### config.mk
export PLATFORM = sky130hd
export DESIGN_NAME = sum16_packet_deframer_unit
export DESIGN_NICKNAME = d
export VERILOG_FILES = /design/src/spd_pkg.sv /design/src/sum16_packet_deframer_unit.sv
export SDC_FILE = /design/constraint.sdc
export NUM_CORES = 1
export LEC_CHECK = 0
export BUFFER_PORTS_ARGS = -buffer_cell sky130_fd_sc_hd__buf_4
export CORE_UTILIZATION = 56
export CTS_CLUSTER_SIZE = 20
export DETAILED_ROUTE_END_ITERATION = 16
export GPL_ROUTABILITY_DRIVEN = 0
export PLACE_DENSITY = 0.75
export REMOVE_ABC_BUFFERS = 1
export SYNTH_ARGS = -nofsm -noshare
export SYNTH_HDL_FRONTEND = slang
export SYNTH_SLANG_ARGS = --single-unit
### constraint.sdc
create_clock -name aclk -period 8.9 [get_ports aclk]
set_input_delay 0.445 -clock aclk [delete_from_list [all_inputs] [get_ports aclk]]
set_output_delay 0.445 -clock aclk [all_outputs]
set_load 0.05 [all_outputs]
### src/spd_pkg.sv
// ----------------------------------------------------------------------------
// spd_pkg
// Shared constants and codes for the sum16 packet deframer.
// ----------------------------------------------------------------------------
package spd_pkg;

    localparam int MAX_PAYLOAD = 256;

    localparam int BYTE_W   = 8;
    localparam int STATUS_W = 2;
    localparam int OUT_LEN_W = 9;
    localparam int ADDR_W   = 32;
    localparam int TAG_W    = 16;
    localparam int LEN_W    = 16;
    localparam int SUM_W    = 16;
    localparam int CFG_W    = 32;
    localparam int CFG_IDX_W = 1;

    // Minimum buffer length for a complete frame and header length.
    localparam int MIN_BUFFER   = 11;
    localparam int HEADER_BYTES = 9;

    localparam int BCNT_W = $clog2(MIN_BUFFER + 1);
    localparam int PCNT_W = $clog2(MAX_PAYLOAD + 1);

    localparam logic [ADDR_W-1:0] ADDR_RESET = 32'hFFFF_FFFF;
    localparam logic [TAG_W-1:0]  TAG_RESET  = 16'hEF01;

    // Register indexes
    localparam logic [CFG_IDX_W-1:0] REG_EXPECTED_ADDRESS = 1'd0;
    localparam logic [CFG_IDX_W-1:0] REG_FRAME_TAG        = 1'd1;

    // Result kinds
    localparam logic KIND_PAYLOAD = 1'b0;
    localparam logic KIND_STATUS  = 1'b1;

    // Status codes
    localparam logic [STATUS_W-1:0] STATUS_OK          = 2'd0;
    localparam logic [STATUS_W-1:0] STATUS_FRAME_ERROR = 2'd1;
    localparam logic [STATUS_W-1:0] STATUS_BAD_PACKET  = 2'd2;

endpackage

### src/sum16_packet_deframer_unit.sv
// ----------------------------------------------------------------------------
// sum16_packet_deframer_unit
// Byte-stream deframer for tagged, addressed packets with a 16-bit sum check.
// ----------------------------------------------------------------------------
// Usage:
//   Input channel (s_*) carries one received byte per item plus a flag that
//   marks the last byte of the buffer. Result channel (m_*) carries either a
//   payload byte (kind 0) or the final status of the frame (kind 1).
//   The configuration port (cfg_wr_en/cfg_index/cfg_data) loads the expected
//   address and the frame tag; write it only while the block is idle.
//   Path: input register, then parse into the result register once it is
//   free or being drained. Throughput: one item per cycle while m_ready is
//   high. The parse is a single pass of running sum, counters and compares
//   between the input and result registers.
//   Reset: clears both valid flags, returns the parser to the header phase
//   and loads the register reset values (address all ones, tag 0xEF01).
//   Stall: while m_ready is low a pending result holds in the output
//   register; one more item may enter the input register, then s_ready drops
//   until the result is taken.
// ----------------------------------------------------------------------------
module sum16_packet_deframer_unit (
    input  logic                            aclk,
    input  logic                            aresetn,
    // configuration
    input  logic                            cfg_wr_en,
    input  logic [spd_pkg::CFG_IDX_W-1:0]   cfg_index,
    input  logic [spd_pkg::CFG_W-1:0]       cfg_data,
    // input channel
    input  logic                            s_valid,
    output logic                            s_ready,
    input  logic [spd_pkg::BYTE_W-1:0]      s_rx_byte,
    input  logic                            s_buffer_end,
    // result channel
    output logic                            m_valid,
    input  logic                            m_ready,
    output logic                            m_kind,
    output logic [spd_pkg::BYTE_W-1:0]      m_payload_byte,
    output logic [spd_pkg::STATUS_W-1:0]    m_status,
    output logic [spd_pkg::BYTE_W-1:0]      m_packet_type,
    output logic [spd_pkg::OUT_LEN_W-1:0]   m_payload_length,
    output logic [spd_pkg::OUT_LEN_W-1:0]   m_frame_bytes
);
    import spd_pkg::*;

    // Parser phases, one-hot.
    typedef enum logic [5:0] {
        PH_HEADER     = 6'b000001,
        PH_PAYLOAD    = 6'b000010,
        PH_CK_HIGH    = 6'b000100,
        PH_CK_LOW     = 6'b001000,
        PH_FAULT_WAIT = 6'b010000,
        PH_DISCARD    = 6'b100000
    } phase_t;

    // Header byte positions (1-based count after the byte is taken).
    localparam logic [BCNT_W-1:0] POS_TAG_END  = BCNT_W'(2);
    localparam logic [BCNT_W-1:0] POS_ADDR_END = BCNT_W'(6);
    localparam logic [BCNT_W-1:0] POS_TYPE     = BCNT_W'(7);
    localparam logic [BCNT_W-1:0] POS_LEN_HI   = BCNT_W'(8);
    localparam logic [BCNT_W-1:0] POS_LEN_LO   = BCNT_W'(9);
    localparam logic [BCNT_W-1:0] BCNT_SAT     = BCNT_W'(MIN_BUFFER);
    localparam logic [LEN_W-1:0]  LEN_MIN      = LEN_W'(2);
    localparam logic [LEN_W-1:0]  LEN_MAX      = LEN_W'(MAX_PAYLOAD + 2);
    localparam logic [LEN_W-1:0]  LEN_HDR      = LEN_W'(HEADER_BYTES);

    // ------------------------------------------------------------------
    // Configuration registers
    // ------------------------------------------------------------------
    logic [ADDR_W-1:0] exp_addr_reg;
    logic [TAG_W-1:0]  tag_reg;

    always_ff @(posedge aclk) begin
        if (!aresetn) begin
            exp_addr_reg <= ADDR_RESET;
            tag_reg      <= TAG_RESET;
        end else if (cfg_wr_en) begin
            case (cfg_index)
                REG_EXPECTED_ADDRESS: exp_addr_reg <= cfg_data[ADDR_W-1:0];
                REG_FRAME_TAG:        tag_reg      <= cfg_data[TAG_W-1:0];
                default: ;
            endcase
        end
    end

    // ------------------------------------------------------------------
    // Input register
    // ------------------------------------------------------------------
    logic              in_valid_reg;
    logic [BYTE_W-1:0] in_byte_reg;
    logic              in_end_reg;
    logic              out_valid_reg;
    logic              advance;

    // Parse the held item when the result register is free or being drained.
    assign advance = in_valid_reg && (!out_valid_reg || m_ready);
    assign s_ready = !in_valid_reg || advance;

    always_ff @(posedge aclk) begin
        if (!aresetn) begin
            in_valid_reg <= 1'b0;
        end else if (s_ready) begin
            in_valid_reg <= s_valid;
        end
    end

    always_ff @(posedge aclk) begin
        if (s_valid && s_ready) begin
            in_byte_reg <= s_rx_byte;
            in_end_reg  <= s_buffer_end;
        end
    end

    // ------------------------------------------------------------------
    // Parser state
    // ------------------------------------------------------------------
    phase_t            phase_reg,        phase_next;
    logic [BCNT_W-1:0] byte_count_reg,   byte_count_next;
    logic              fault_reg,        fault_next;
    logic [ADDR_W-1:0] hdr_shift_reg,    hdr_shift_next;
    logic [PCNT_W-1:0] pay_count_reg,    pay_count_next;
    logic [BYTE_W-1:0] type_reg,         type_next;
    logic [LEN_W-1:0]  length_reg,       length_next;
    logic [SUM_W-1:0]  sum_reg,          sum_next;
    logic [BYTE_W-1:0] ck_high_reg,      ck_high_next;

    // Result of the current item
    logic                 res_valid;
    logic                 res_kind;
    logic [BYTE_W-1:0]    res_byte;
    logic [STATUS_W-1:0]  res_status;
    logic [BYTE_W-1:0]    res_type;
    logic [OUT_LEN_W-1:0] res_plen;
    logic [OUT_LEN_W-1:0] res_fbytes;

    // Parse helpers
    logic [BCNT_W-1:0] bcnt_inc;
    logic              short_buf;
    logic              check_end;
    logic              payload_out;
    logic              restart;
    logic [ADDR_W-1:0] shifted;
    logic [LEN_W-1:0]  len_full;
    logic [PCNT_W-1:0] pay_inc;

    always_comb begin
        phase_next      = phase_reg;
        byte_count_next = byte_count_reg;
        fault_next      = fault_reg;
        hdr_shift_next  = hdr_shift_reg;
        pay_count_next  = pay_count_reg;
        type_next       = type_reg;
        length_next     = length_reg;
        sum_next        = sum_reg;
        ck_high_next    = ck_high_reg;

        res_valid  = 1'b0;
        res_kind   = KIND_PAYLOAD;
        res_byte   = '0;
        res_status = STATUS_OK;
        res_type   = '0;
        res_plen   = '0;
        res_fbytes = '0;

        check_end   = 1'b0;
        payload_out = 1'b0;
        restart     = 1'b0;

        // Byte count saturates once the buffer is long enough to matter.
        bcnt_inc  = (byte_count_reg >= BCNT_SAT) ? byte_count_reg
                                                 : byte_count_reg + BCNT_W'(1);
        short_buf = bcnt_inc < BCNT_SAT;
        shifted   = {hdr_shift_reg[ADDR_W-BYTE_W-1:0], in_byte_reg};
        len_full  = {length_reg[LEN_W-1:BYTE_W], in_byte_reg};
        pay_inc   = pay_count_reg + PCNT_W'(1);

        case (phase_reg)
            PH_DISCARD: begin
                // Drop bytes until the buffer ends.
                restart = in_end_reg;
            end
            PH_HEADER: begin
                byte_count_next = bcnt_inc;
                check_end       = 1'b1;
                if (bcnt_inc <= POS_ADDR_END) begin
                    hdr_shift_next = shifted;
                end
                if (bcnt_inc == POS_TAG_END && shifted[TAG_W-1:0] != tag_reg) begin
                    fault_next = 1'b1;
                end
                if (bcnt_inc == POS_ADDR_END && shifted != exp_addr_reg) begin
                    fault_next = 1'b1;
                end
                if (bcnt_inc == POS_TYPE) begin
                    type_next = in_byte_reg;
                end
                if (bcnt_inc == POS_LEN_HI) begin
                    length_next = {in_byte_reg, {BYTE_W{1'b0}}};
                end
                if (bcnt_inc == POS_LEN_LO) begin
                    length_next    = len_full;
                    pay_count_next = '0;
                    sum_next       = SUM_W'(type_reg) + SUM_W'(len_full[LEN_W-1:BYTE_W])
                                   + SUM_W'(in_byte_reg);
                    if (fault_reg || len_full < LEN_MIN || len_full > LEN_MAX) begin
                        fault_next = 1'b1;
                        phase_next = PH_FAULT_WAIT;
                    end else if (len_full == LEN_MIN) begin
                        phase_next = PH_CK_HIGH;
                    end else begin
                        phase_next = PH_PAYLOAD;
                    end
                end
            end
            PH_PAYLOAD: begin
                byte_count_next = bcnt_inc;
                check_end       = 1'b1;
                payload_out     = 1'b1;
                sum_next        = sum_reg + SUM_W'(in_byte_reg);
                pay_count_next  = pay_inc;
                if (LEN_W'(pay_inc) >= length_reg - LEN_MIN) begin
                    phase_next = PH_CK_HIGH;
                end
            end
            PH_CK_HIGH: begin
                byte_count_next = bcnt_inc;
                check_end       = 1'b1;
                ck_high_next    = in_byte_reg;
                phase_next      = PH_CK_LOW;
            end
            PH_CK_LOW: begin
                byte_count_next = bcnt_inc;
                res_valid       = 1'b1;
                res_kind        = KIND_STATUS;
                if ({ck_high_reg, in_byte_reg} == sum_reg) begin
                    res_status = STATUS_OK;
                    res_type   = type_reg;
                    res_plen   = OUT_LEN_W'(length_reg - LEN_MIN);
                    res_fbytes = OUT_LEN_W'(length_reg + LEN_HDR);
                end else begin
                    res_status = STATUS_BAD_PACKET;
                end
                phase_next = PH_DISCARD;
                restart    = in_end_reg;
            end
            PH_FAULT_WAIT: begin
                byte_count_next = bcnt_inc;
                if (!short_buf) begin
                    res_valid  = 1'b1;
                    res_kind   = KIND_STATUS;
                    res_status = STATUS_BAD_PACKET;
                    phase_next = PH_DISCARD;
                    restart    = in_end_reg;
                end else begin
                    check_end = 1'b1;
                end
            end
            default: begin
                phase_next = PH_HEADER;
            end
        endcase

        // Buffer ends inside the frame: status replaces any payload byte.
        if (check_end && in_end_reg) begin
            res_valid  = 1'b1;
            res_kind   = KIND_STATUS;
            res_status = short_buf ? STATUS_FRAME_ERROR : STATUS_BAD_PACKET;
            restart    = 1'b1;
        end else if (payload_out) begin
            res_valid = 1'b1;
            res_byte  = in_byte_reg;
        end

        if (restart) begin
            phase_next      = PH_HEADER;
            byte_count_next = '0;
            fault_next      = 1'b0;
        end
    end

    always_ff @(posedge aclk) begin
        if (!aresetn) begin
            phase_reg      <= PH_HEADER;
            byte_count_reg <= '0;
            fault_reg      <= 1'b0;
        end else if (advance) begin
            phase_reg      <= phase_next;
            byte_count_reg <= byte_count_next;
            fault_reg      <= fault_next;
        end
    end

    always_ff @(posedge aclk) begin
        if (advance) begin
            hdr_shift_reg <= hdr_shift_next;
            pay_count_reg <= pay_count_next;
            type_reg      <= type_next;
            length_reg    <= length_next;
            sum_reg       <= sum_next;
            ck_high_reg   <= ck_high_next;
        end
    end

    // ------------------------------------------------------------------
    // Result register
    // ------------------------------------------------------------------
    logic                 out_kind_reg;
    logic [BYTE_W-1:0]    out_byte_reg;
    logic [STATUS_W-1:0]  out_status_reg;
    logic [BYTE_W-1:0]    out_type_reg;
    logic [OUT_LEN_W-1:0] out_plen_reg;
    logic [OUT_LEN_W-1:0] out_fbytes_reg;
    logic                 out_load;

    assign out_load = advance && res_valid;

    always_ff @(posedge aclk) begin
        if (!aresetn) begin
            out_valid_reg <= 1'b0;
        end else if (out_load) begin
            out_valid_reg <= 1'b1;
        end else if (m_ready) begin
            out_valid_reg <= 1'b0;
        end
    end

    always_ff @(posedge aclk) begin
        if (out_load) begin
            out_kind_reg   <= res_kind;
            out_byte_reg   <= res_byte;
            out_status_reg <= res_status;
            out_type_reg   <= res_type;
            out_plen_reg   <= res_plen;
            out_fbytes_reg <= res_fbytes;
        end
    end

    assign m_valid          = out_valid_reg;
    assign m_kind           = out_kind_reg;
    assign m_payload_byte   = out_byte_reg;
    assign m_status         = out_status_reg;
    assign m_packet_type    = out_type_reg;
    assign m_payload_length = out_plen_reg;
    assign m_frame_bytes    = out_fbytes_reg;

endmodule

==> metrics, run 1 <==
Worst Path Buf+Inv=0; Worst Tran Pin Value=1050 ps; Die Wd=131 um; crit-path most repeated cell=nor4_1; worst hold path type=in2reg; Worst-path clk slew=70 ps; Post-synth top flop=edfxtp_1; Max stage delay on crit path=780 ps; r2r setup slk=5510 ps; final cell count without fillers=1176; dpl hpwl=13800 um; endpoint of the worst hold path=in_byte_reg[5]; post-synthesis cell type count=53; delay-heaviest family, CP=simple AND/OR/NAND/NOR gates; Post-synth EDFFs=127; final worst slack=5510 ps; clock skew=12.0 ps; critical-path cell list=ha_1 > nor4_1 > nand4_1 > nor4_1 > nand3_1 > a21oi_1; number of global-route vias before repair=6390; Ant. Diodes=0; dpl cells=1144; CTS tree=done; core area=0.0160 mm2; vias per cell=5.57; synthesized flop and latch total=188; Max-Cap Viols=0; slowest CP cell=nand3_1; 1st-iter DRT viols=482; Synth Area in Compound Gates=0.0761; CP endpoint kind=register; Crit Path Max Fanout=26; max FFs per register=32; CTS buffer count=17; placement row count=46; Root Buffer=clkbuf_16; Post-Synth Simple-Gate Area=0.193; I/O Pins=86; Netlist Area Pre-Place=0.00925 mm2; grt total ovfl=0; post-CTS setup buffer count=0; synthesized instance count=876; hold buffers post-CTS=0; port bufs=85; largest family of logic cells by synthesized area=simple AND/OR/NAND/NOR gates; sequential fraction of the synthesis area=0.544; max-slew violations=0; first-pass GRT wire length=32300 um; most common cell after layout, fill and taps aside=nand2_1; hold path depth=1; DIE HEIGHT=131 um; mux contribution to synthesized area=0.00216; total vias in the final route=6549; Clock Path Buffers=2; startpoint types=register; final hold violation count=0; final worst path period share=0.381; Multi-input gate area=0.00396 mm2; Synth Area per Inst=10.6 um2; smallest hold slack=179 ps; Slew HR=0.296; worst skew pair latency=440 ps; post-route ant nets=0; DRT Pass-1 Iters=5; Reg area=0.00503 mm2; ys async rst share=0; Arr. time, crit path=3640 ps; Initial Util=0.578; Post-Place Cell Area=0.0101 mm2; initial antenna violation count=0; r2r worst-path depth=6; outcome=completed; DR DRC count=0; most frequent cells in the layout=nand2_1 (131), edfxtp_1 (127), buf_4 (90), xnor2_1 (76), nor2_1 (63); clock tree sinks=188; # fillers=1286; Max VDD drop=0.156 mV; WL final=19800 um; Cell Pwr Density=179 mW/mm2; P&R area growth vs syn=15.3%; Req. time, crit path=9150 ps; Synthesis Warnings=0; Global Route Usage Sum=0.252; Max H-tree Level=4; # nets final=1033; Avg WL per Cell=16.8 um; static leakage=0.00416 uW; Worst R2R End=m_frame_bytes[3]; RSZ-0062 raised after global routing=no; post-route cell area=0.0107 mm2; hold path start=s_rx_byte[5]; R2R Path Start=in_byte_reg[6]; setup TNS=0 ps; share of layout cells above drive strength 1=0.141; post-CTS sizing=0; pin count of the biggest net entering global routing=62; die area=0.0170 mm2; final setup fails=0; Adder-Cell Fraction of Synth Area=0.0609; fmax=0.295 GHz; pre-CTS WS=5570 ps; post-synthesis xor/xnor area fraction=0.0937; Final min period=3390 ps; WS Path Type=reg2reg
==> synth_stat cells, types with 4 or more instances <==
| library cell | instances | area share |
|---|---|---|
| nand2_1 | 131 | 0.053 |
| a31oi_1 | 4 | 0.0027 |
| a21boi_0 | 10 | 0.0081 |
| nor2b_1 | 15 | 0.010 |
| and3_1 | 7 | 0.0047 |
| dfxtp_1 | 61 | 0.13 |
| o21ai_0 | 19 | 0.010 |
| a21oi_1 | 28 | 0.015 |
| nand4_1 | 23 | 0.016 |
| nand3_1 | 57 | 0.031 |
| nor4_1 | 9 | 0.0061 |
| clkbuf_1 | 34 | 0.014 |
| fa_1 | 10 | 0.022 |
| nor2_1 | 64 | 0.026 |
| o21ai_1 | 8 | 0.0043 |
| xor2_1 | 23 | 0.022 |
| ha_1 | 29 | 0.039 |
| o22ai_1 | 5 | 0.0034 |
| nor3_1 | 18 | 0.0097 |
| nand2b_1 | 7 | 0.0047 |
| and2_1 | 22 | 0.015 |
| nand3b_1 | 4 | 0.0032 |
| a21o_1 | 6 | 0.0049 |
| or3_1 | 4 | 0.0027 |
| edfxtp_1 | 127 | 0.41 |
| inv_1 | 33 | 0.013 |
| xnor2_1 | 76 | 0.072 |
| o21a_1 | 7 | 0.0057 |
==> power by group <==
| group | switching (uW) | internal [uW] | total, uW |
|---|---|---|---|
| logic | 82.0 | 63.0 | 145 |
| registers | 26.5 | 956 | 983 |
| clock network | 341 | 439 | 781 |
| total | 450 | 1460 | 1910 |
==> metal layers <==
layer | vias to the layer above | global-route usage | wire length, um
li1 | 3206 | - | -
met1 | 3083 | 0.343 | 9020
met2 | 223 | 0.399 | 9180
met3 | 37 | 0.0436 | 1030
met4 | 0 | 0.105 | 530
met5 | - | 0 | 0
==> metrics by stage <==
step           utilization  power, uW
5_1_grt              0.667       1970
3_3_place_gp         0.629       1140
2_1_floorplan            -       1090
3_5_place_dp         0.629       1150
4_1_cts              0.667       1910
6_report             0.667       1910
==> how the worst max path moves through the flow <==
stage                         from               end  slack (ps)  cells past startpoint
detailed placement  in_byte_reg[6]  m_frame_bytes[3]        5570                      6
CTS                 in_byte_reg[6]  m_frame_bytes[3]        5480                      6
global placement    in_byte_reg[6]  m_frame_bytes[3]        5780                      6
floorplan             phase_reg[2]  m_frame_bytes[0]        5340                      5
finish              in_byte_reg[6]  m_frame_bytes[3]        5510                      6
global route        in_byte_reg[6]  m_frame_bytes[3]        5160                      6
==> cells by family (layout without fill, tap and decap cells) <==
kind of cell | Yosys count | after routing
buffers and inverters | 71 | 155
flip-flops | 188 | 188
multiplexers | 2 | 2
XOR/XNOR | 99 | 99
AO/OA/AOI/OAI | 107 | 107
AND/OR/NAND/NOR | 370 | 370
adder cells (fa/ha/maj) | 39 | 39
==> cell type report <==
class                   count  share of cell area
repair buffers             90              0.0633
clock buffers              20              0.0429
clock inverters            12              0.0140
well taps                 216              0.0253
multi-input cells         617               0.371
flip-flops and latches    188               0.472
inverters                  33              0.0116
Power figures use the tool's default switching activity.
==> inputs of run 2 (changes only) <==
--- a/config.mk
+++ b/config.mk
@@ -6,7 +6,7 @@
 export NUM_CORES = 1
 export LEC_CHECK = 0
 export BUFFER_PORTS_ARGS = -buffer_cell sky130_fd_sc_hd__buf_4
-export CORE_UTILIZATION = 56
+export CORE_UTILIZATION = 54
 export CTS_CLUSTER_SIZE = 20
 export DETAILED_ROUTE_END_ITERATION = 16
 export GPL_ROUTABILITY_DRIVEN = 0
==> constraint.sdc (replaced) <==
create_clock -name aclk -period 2.8 [get_ports aclk]
set_input_delay 0.14 -clock aclk [delete_from_list [all_inputs] [get_ports aclk]]
set_output_delay 0.14 -clock aclk [all_outputs]
set_load 0.05 [all_outputs]
==> run 2 against run 1 <==
  * Hold slack got worse by 26 ps
  * Sequential power rose to 3.2 times the previous value
  * Utilization rose by 2.4 points
  * Sequential share of layout area fell by 3.4 points
  * Global-route usage rose by 0.51 points
  * Highest routed layer unchanged
==> metrics, run 2 (synthesis results as in run 1) <==
CTS tree=done; final worst slack=46.1 ps (-5460 ps); 1st-iter DRT viols=647 (+34%); P&R area growth vs syn=24.2%; Logic pwr share=0.094 (+0.018); worst skew pair latency=440 ps (about the same); port bufs=85 (unchanged); die area=0.0177 mm2 (+3.6%); outcome=completed; fmax=0.363 GHz (+23%); I/O Pins=86 (unchanged); clock tree sinks=188 (unchanged); hold path start=aresetn; number of global-route vias before repair=6740 (+5.5%); first-pass GRT wire length=34700 um (+7.7%); most frequent cells in the layout=nand2_1 (131), edfxtp_1 (127), buf_4 (127), xnor2_1 (75), nor2_1 (62); r2r worst-path depth=12 (+6); max FFs per register=32 (unchanged); final cell count without fillers=1262 (+7.3%); Root Buffer=clkbuf_16; CTS buffer count=17 (unchanged); sequential share of power=0.507 (-0.008); DIE HEIGHT=133 um (+1.8%); pre-CTS WS=-41.9 ps (-5610 ps); placement row count=47 (+2.2%); core area=0.0166 mm2 (+4.0%); sw power=1470 uW (+230%); Cell Pwr Density=533 mW/mm2 (+200%); WS Path Type=reg2reg; max-slew violations=0 (unchanged); Crit Path Max Fanout=4 (-85%); clock skew=10.6 ps (-1.40 ps); Post-Place Cell Area=0.0103 mm2 (+2.8%); final hold violation count=0 (unchanged); Initial Util=0.556 (-0.0223); dpl hpwl=14800 um (+7.6%); DR DRC count=0 (unchanged); R2R Path Start=length_reg[5]; Worst R2R End=phase_reg[4]; post-route cell area=0.0115 mm2 (+7.7%); Global Route Usage Sum=0.257 (+0.00513); Avg WL per Cell=17.3 um (+2.7%); static leakage=0.00454 uW (+9.1%); Ant. Diodes=0 (unchanged); Worst Tran Pin Value=766 ps (-287 ps); final setup fails=0 (unchanged); hold path depth=2 (+1); total vias in the final route=6954 (+6.2%); Die Wd=133 um (+1.8%); endpoint of the worst hold path=exp_addr_reg[3]; smallest hold slack=153 ps (-26.5 ps); # nets final=1115 (+7.9%); CP endpoint kind=register; dpl cells=1181 (+3.2%); final worst path period share=0.984 (+0.603); Req. time, crit path=3150 ps (-6000 ps); startpoint types=register; pin count of the biggest net entering global routing=62 (unchanged); Final min period=2750 ps (-636 ps); share of layout cells above drive strength 1=0.181 (+0.0408); DRT Pass-1 Iters=5 (unchanged); initial antenna violation count=0 (unchanged); Max H-tree Level=4 (unchanged); Slew HR=0.489 (+0.193); most common cell after layout, fill and taps aside=nand2_1; worst hold path type=in2reg; Max VDD drop=0.462 mV (+200%); grt total ovfl=0 (unchanged); post-route ant nets=0 (unchanged); setup TNS=0 ps (unchanged); Sw Ratio=0.240 (+0.00418); RSZ-0062 raised after global routing=yes; Int Pwr=4650 uW (+220%); Arr. time, crit path=3110 ps (-530 ps); Worst-path clk slew=70 ps (about the same); Clk pwr share=0.399 (-0.010); WL final=21800 um (+10%); Max-Cap Viols=0 (unchanged); Clock Path Buffers=2 (unchanged); r2r setup slk=50 ps (-5460 ps); vias per cell=5.51 (-1.1%)
## run 2: cell count changes in the layout (fill, tap and decap cells not counted), moves of 2 or more
cell           previous run  this run
a211oi_1                  3         0
a2111oi_0                 2         0
dlygate4sd3_1             0        43
a211oi_2                  0         3
a2111oi_2                 0         2
o21ai_0                  19        17
buf_4                    90       127
buf_12                    0         2
## run 2: worst max-delay path by stage
| stage | from | endpoint | slack (ps) | cells after the start |
|---|---|---|---|---|
| 3_5_place_dp | length_reg[4] | phase_reg[0] | -40 | 10 |
| 4_1_cts | length_reg[3] | phase_reg[0] | 30 | 10 |
| 3_3_place_gp | in_byte_reg[2] | sum_reg[8] | 130 | 9 |
| 5_1_grt | length_reg[5] | phase_reg[4] | -90 | 12 |
| 6_report | length_reg[5] | phase_reg[4] | 50 | 12 |
| 2_1_floorplan | phase_reg[2] | m_frame_bytes[0] | -760 | 5 |
## run 2: what timing repair did
action                                  CTS  global route
endpoints found under the setup margin    2            14
hold buffers                             43             0
gates resized for setup                   1            19
pin swaps                                 0             5
buffers inserted                          0             6
hold endpoints to repair                 59             0
## run 2: routing by layer
metal | routed length, um | share of wire | vias up | track usage
met4 | 570 | 0.026 | 0 | 0.101
met1 | 9430 | 0.43 | 3268 | 0.347
met5 | 0 | 0 | - | 0
met3 | 1410 | 0.065 | 45 | 0.0479
met2 | 10400 | 0.48 | 270 | 0.410
li1 | - | - | 3371 | -
## run 2: power by group through the flow
stage	Combinational [uW]	Sequential, uW	Clock [uW]
2_1_floorplan	257	3210	0
3_3_place_gp	505	3160	0
3_5_place_dp	514	3160	0
4_1_cts	564	3100	2470
5_1_grt	628	3110	2590
6_report	576	3100	2450
## run 2: critical path, stage by stage (launching register included)
cell      delay [ps]
edfxtp_1         410
nor3_2           240
nand2_1          130
or3_4            350
xnor2_2          150
ha_1             280
o21a_1           110
o21ai_1           50
nor2_1           120
nand4_1          210
buf_4            200
a21o_1           220
o32ai_2          200
## run 2: final cells by class
type	count	area, um2
Fill cell	1213	5150
Sequential cell	188	5030
Multi-Input combinational cell	617	4030
Timing Repair Buffer	172	1420
Clock buffer	20	479
Tap cell	220	275
Inverter	33	124
Clock inverter	12	123
## run 2: stage by stage
step / power, uW / util
finish: 6120 / 0.690
global route: 6330 / 0.690
CTS: 6130 / 0.684
detailed placement: 3680 / 0.621
global placement: 3660 / 0.621
floorplan: 3460 / -
==> inputs of run 3 (changes only) <==
--- a/config.mk
+++ b/config.mk
@@ -12,6 +12,7 @@
 export GPL_ROUTABILITY_DRIVEN = 0
 export PLACE_DENSITY = 0.75
 export REMOVE_ABC_BUFFERS = 1
+export SETUP_SLACK_MARGIN = 0.4
 export SYNTH_ARGS = -nofsm -noshare
 export SYNTH_HDL_FRONTEND = slang
 export SYNTH_SLANG_ARGS = --single-unit
==> run 3 against run 2 <==
  * The flow now finishes with violations (setup timing)
  * Sequential power is essentially flat
  * Highest routed layer unchanged
  * Flip-flop and latch count unchanged
  * Combinational power grew 9.2%
  * Setup slack worse by 98 ps
  * Non-clock buffer count grew 36
  * Routed wire length increased by 12%
==> metrics, run 3 (synthesis results as in run 1) <==
outcome=finished, violations left; failing checks=setup timing; static leakage=0.00476 uW (+4.9%); clock tree sinks=188 (unchanged); Global Route Usage Sum=0.263 (+0.00582); share of layout cells above drive strength 1=0.262 (+0.0802); most frequent cells in the layout=buf_4 (152), nand2_1 (130), edfxtp_1 (127), xnor2_1 (75), dfxtp_1 (60); # fillers=1062 (-12%); port bufs=85 (unchanged); placement row count=47 (unchanged); r2r worst-path depth=13 (+1); Cell Pwr Density=506 mW/mm2 (-5.1%); Max VDD drop=0.485 mV (+5.0%); hold path depth=2 (unchanged); fmax=0.351 GHz (-3.4%); die area=0.0177 mm2 (unchanged); WS Path Type=reg2reg; initial antenna violation count=0 (unchanged); Die Wd=133 um (unchanged); DR DRC count=0 (unchanged); total vias in the final route=7326 (+5.3%); Worst Tran Pin Value=771 ps (+4.21 ps); post-route ant nets=0 (unchanged); dpl hpwl=14800 um (unchanged); final worst path period share=1.02 (+0.0349); DRT Pass-1 Iters=5 (unchanged); R2R Path Start=length_reg[1]; Clock Path Buffers=2 (unchanged); final setup fails=2 (+2); Max-Cap Viols=0 (unchanged); 1st-iter DRT viols=671 (+3.7%); clock skew=12.3 ps (+1.70 ps); WL final=24500 um (+12%); setup TNS=-67.8 ps (-67.8 ps); post-route cell area=0.0122 mm2 (+6.4%); RSZ-0062 raised after global routing=yes; endpoint of the worst hold path=tag_reg[8]; hold path start=aresetn; CTS buffer count=17 (unchanged); Req. time, crit path=3160 ps (about the same); pin count of the biggest net entering global routing=62 (unchanged); CTS tree=done; Multi-input gate area=0.00440 mm2 (+9.2%); worst skew pair latency=440 ps (about the same); grt total ovfl=0 (unchanged); CP endpoint kind=register; core area=0.0166 mm2 (unchanged); Worst-path clk slew=70 ps (about the same); r2r setup slk=-50 ps (-100 ps); startpoint types=register; # nets final=1151 (+3.2%); Arr. time, crit path=3210 ps (+100 ps); worst hold path type=in2reg; DIE HEIGHT=133 um (unchanged); Root Buffer=clkbuf_16; I/O Pins=86 (unchanged); first-pass GRT wire length=35500 um (+2.3%); vias per cell=5.64 (+2.4%); Worst R2R End=phase_reg[4]; max-slew violations=0 (unchanged); Slew HR=0.486 (-0.00281); final hold violation count=0 (unchanged); Max H-tree Level=4 (unchanged); Reg area=0.00504 mm2 (about the same); final worst slack=-51.5 ps (-97.6 ps); Final min period=2850 ps (+97.6 ps); Crit Path Max Fanout=4 (unchanged); most common cell after layout, fill and taps aside=buf_4; max FFs per register=32 (unchanged); Ant. Diodes=0 (unchanged); P&R area growth vs syn=32.1%; Initial Util=0.556 (unchanged); number of global-route vias before repair=6911 (+2.5%); Post-Place Cell Area=0.0103 mm2 (unchanged); Avg WL per Cell=18.8 um (+9.2%)
==> run 3: worst max-delay path: stages (launching register included) <==
cell and delay (ps):
edfxtp_1 410, inv_1 80, ha_1 230, nand2_2 110, nor3_2 60, xnor2_1 400
ha_1 300, o21a_1 160, o21ai_1 70, nor2_1 160, nand4_1 200, buf_4 190
a21o_1 220, o32ai_2 200
==> run 3: area by class of cell <==
type / count / area share
timing repair buffer: 208 / 0.146
sequential: 188 / 0.412
clock inverter: 12 / 0.0100
tap: 220 / 0.0225
inverter: 33 / 0.0101
clock buffer: 20 / 0.0392
multi-input combinational: 617 / 0.360
==> run 3: timing repair <==
| item | 4_1_cts | 5_1_grt |
|---|---|---|
| pin swaps | 20 | 28 |
| buffers inserted | 20 | 17 |
| hold buffers | 43 | 0 |
| gates resized for setup | 34 | 87 |
| endpoints found under the hold margin | 59 | 0 |
| endpoints found under the setup margin | 43 | 133 |
| cloned | 0 | 5 |
==> run 3: per-layer routing <==
| metal | up-vias | GRT usage | share of wire |
|---|---|---|---|
| met5 | - | 0 | 0 |
| met4 | 0 | 0.110 | 0.038 |
| met3 | 75 | 0.0498 | 0.069 |
| met2 | 337 | 0.421 | 0.48 |
| met1 | 3474 | 0.351 | 0.41 |
| li1 | 3440 | - | - |
==> run 3: power by group <==
group | internal (uW) | total [uW] | switching [uW]
Combinational | 290 | 629 | 339
Sequential | 3040 | 3100 | 61.5
Clock | 1350 | 2460 | 1100
Total | 4680 | 6190 | 1500
==> run 3: worst max-delay path by stage <==
stage	startpoint	end	cells past startpoint
floorplan	phase_reg[2]	m_frame_bytes[0]	5
global placement	in_byte_reg[2]	sum_reg[8]	9
detailed placement	length_reg[4]	phase_reg[0]	10
CTS	length_reg[4]	phase_reg[0]	11
global route	length_reg[1]	phase_reg[4]	13
finish	length_reg[1]	phase_reg[4]	13
==> run 3: per-stage QoR <==
| step | util | instances | setup WS [ps] | hold slack [ps] | power, uW |
|---|---|---|---|---|---|
| 2_1_floorplan | - | 838 | -759 | 212 | 3460 |
| 3_3_place_gp | 0.621 | 1181 | 129 | 321 | 3660 |
| 3_5_place_dp | 0.621 | 1181 | -41.9 | 320 | 3680 |
| 4_1_cts | 0.699 | 1276 | 148 | 158 | 6150 |
| 5_1_grt | 0.735 | 1298 | -183 | 170 | 6380 |
| 6_report | 0.735 | 1298 | -51.5 | 148 | 6190 |
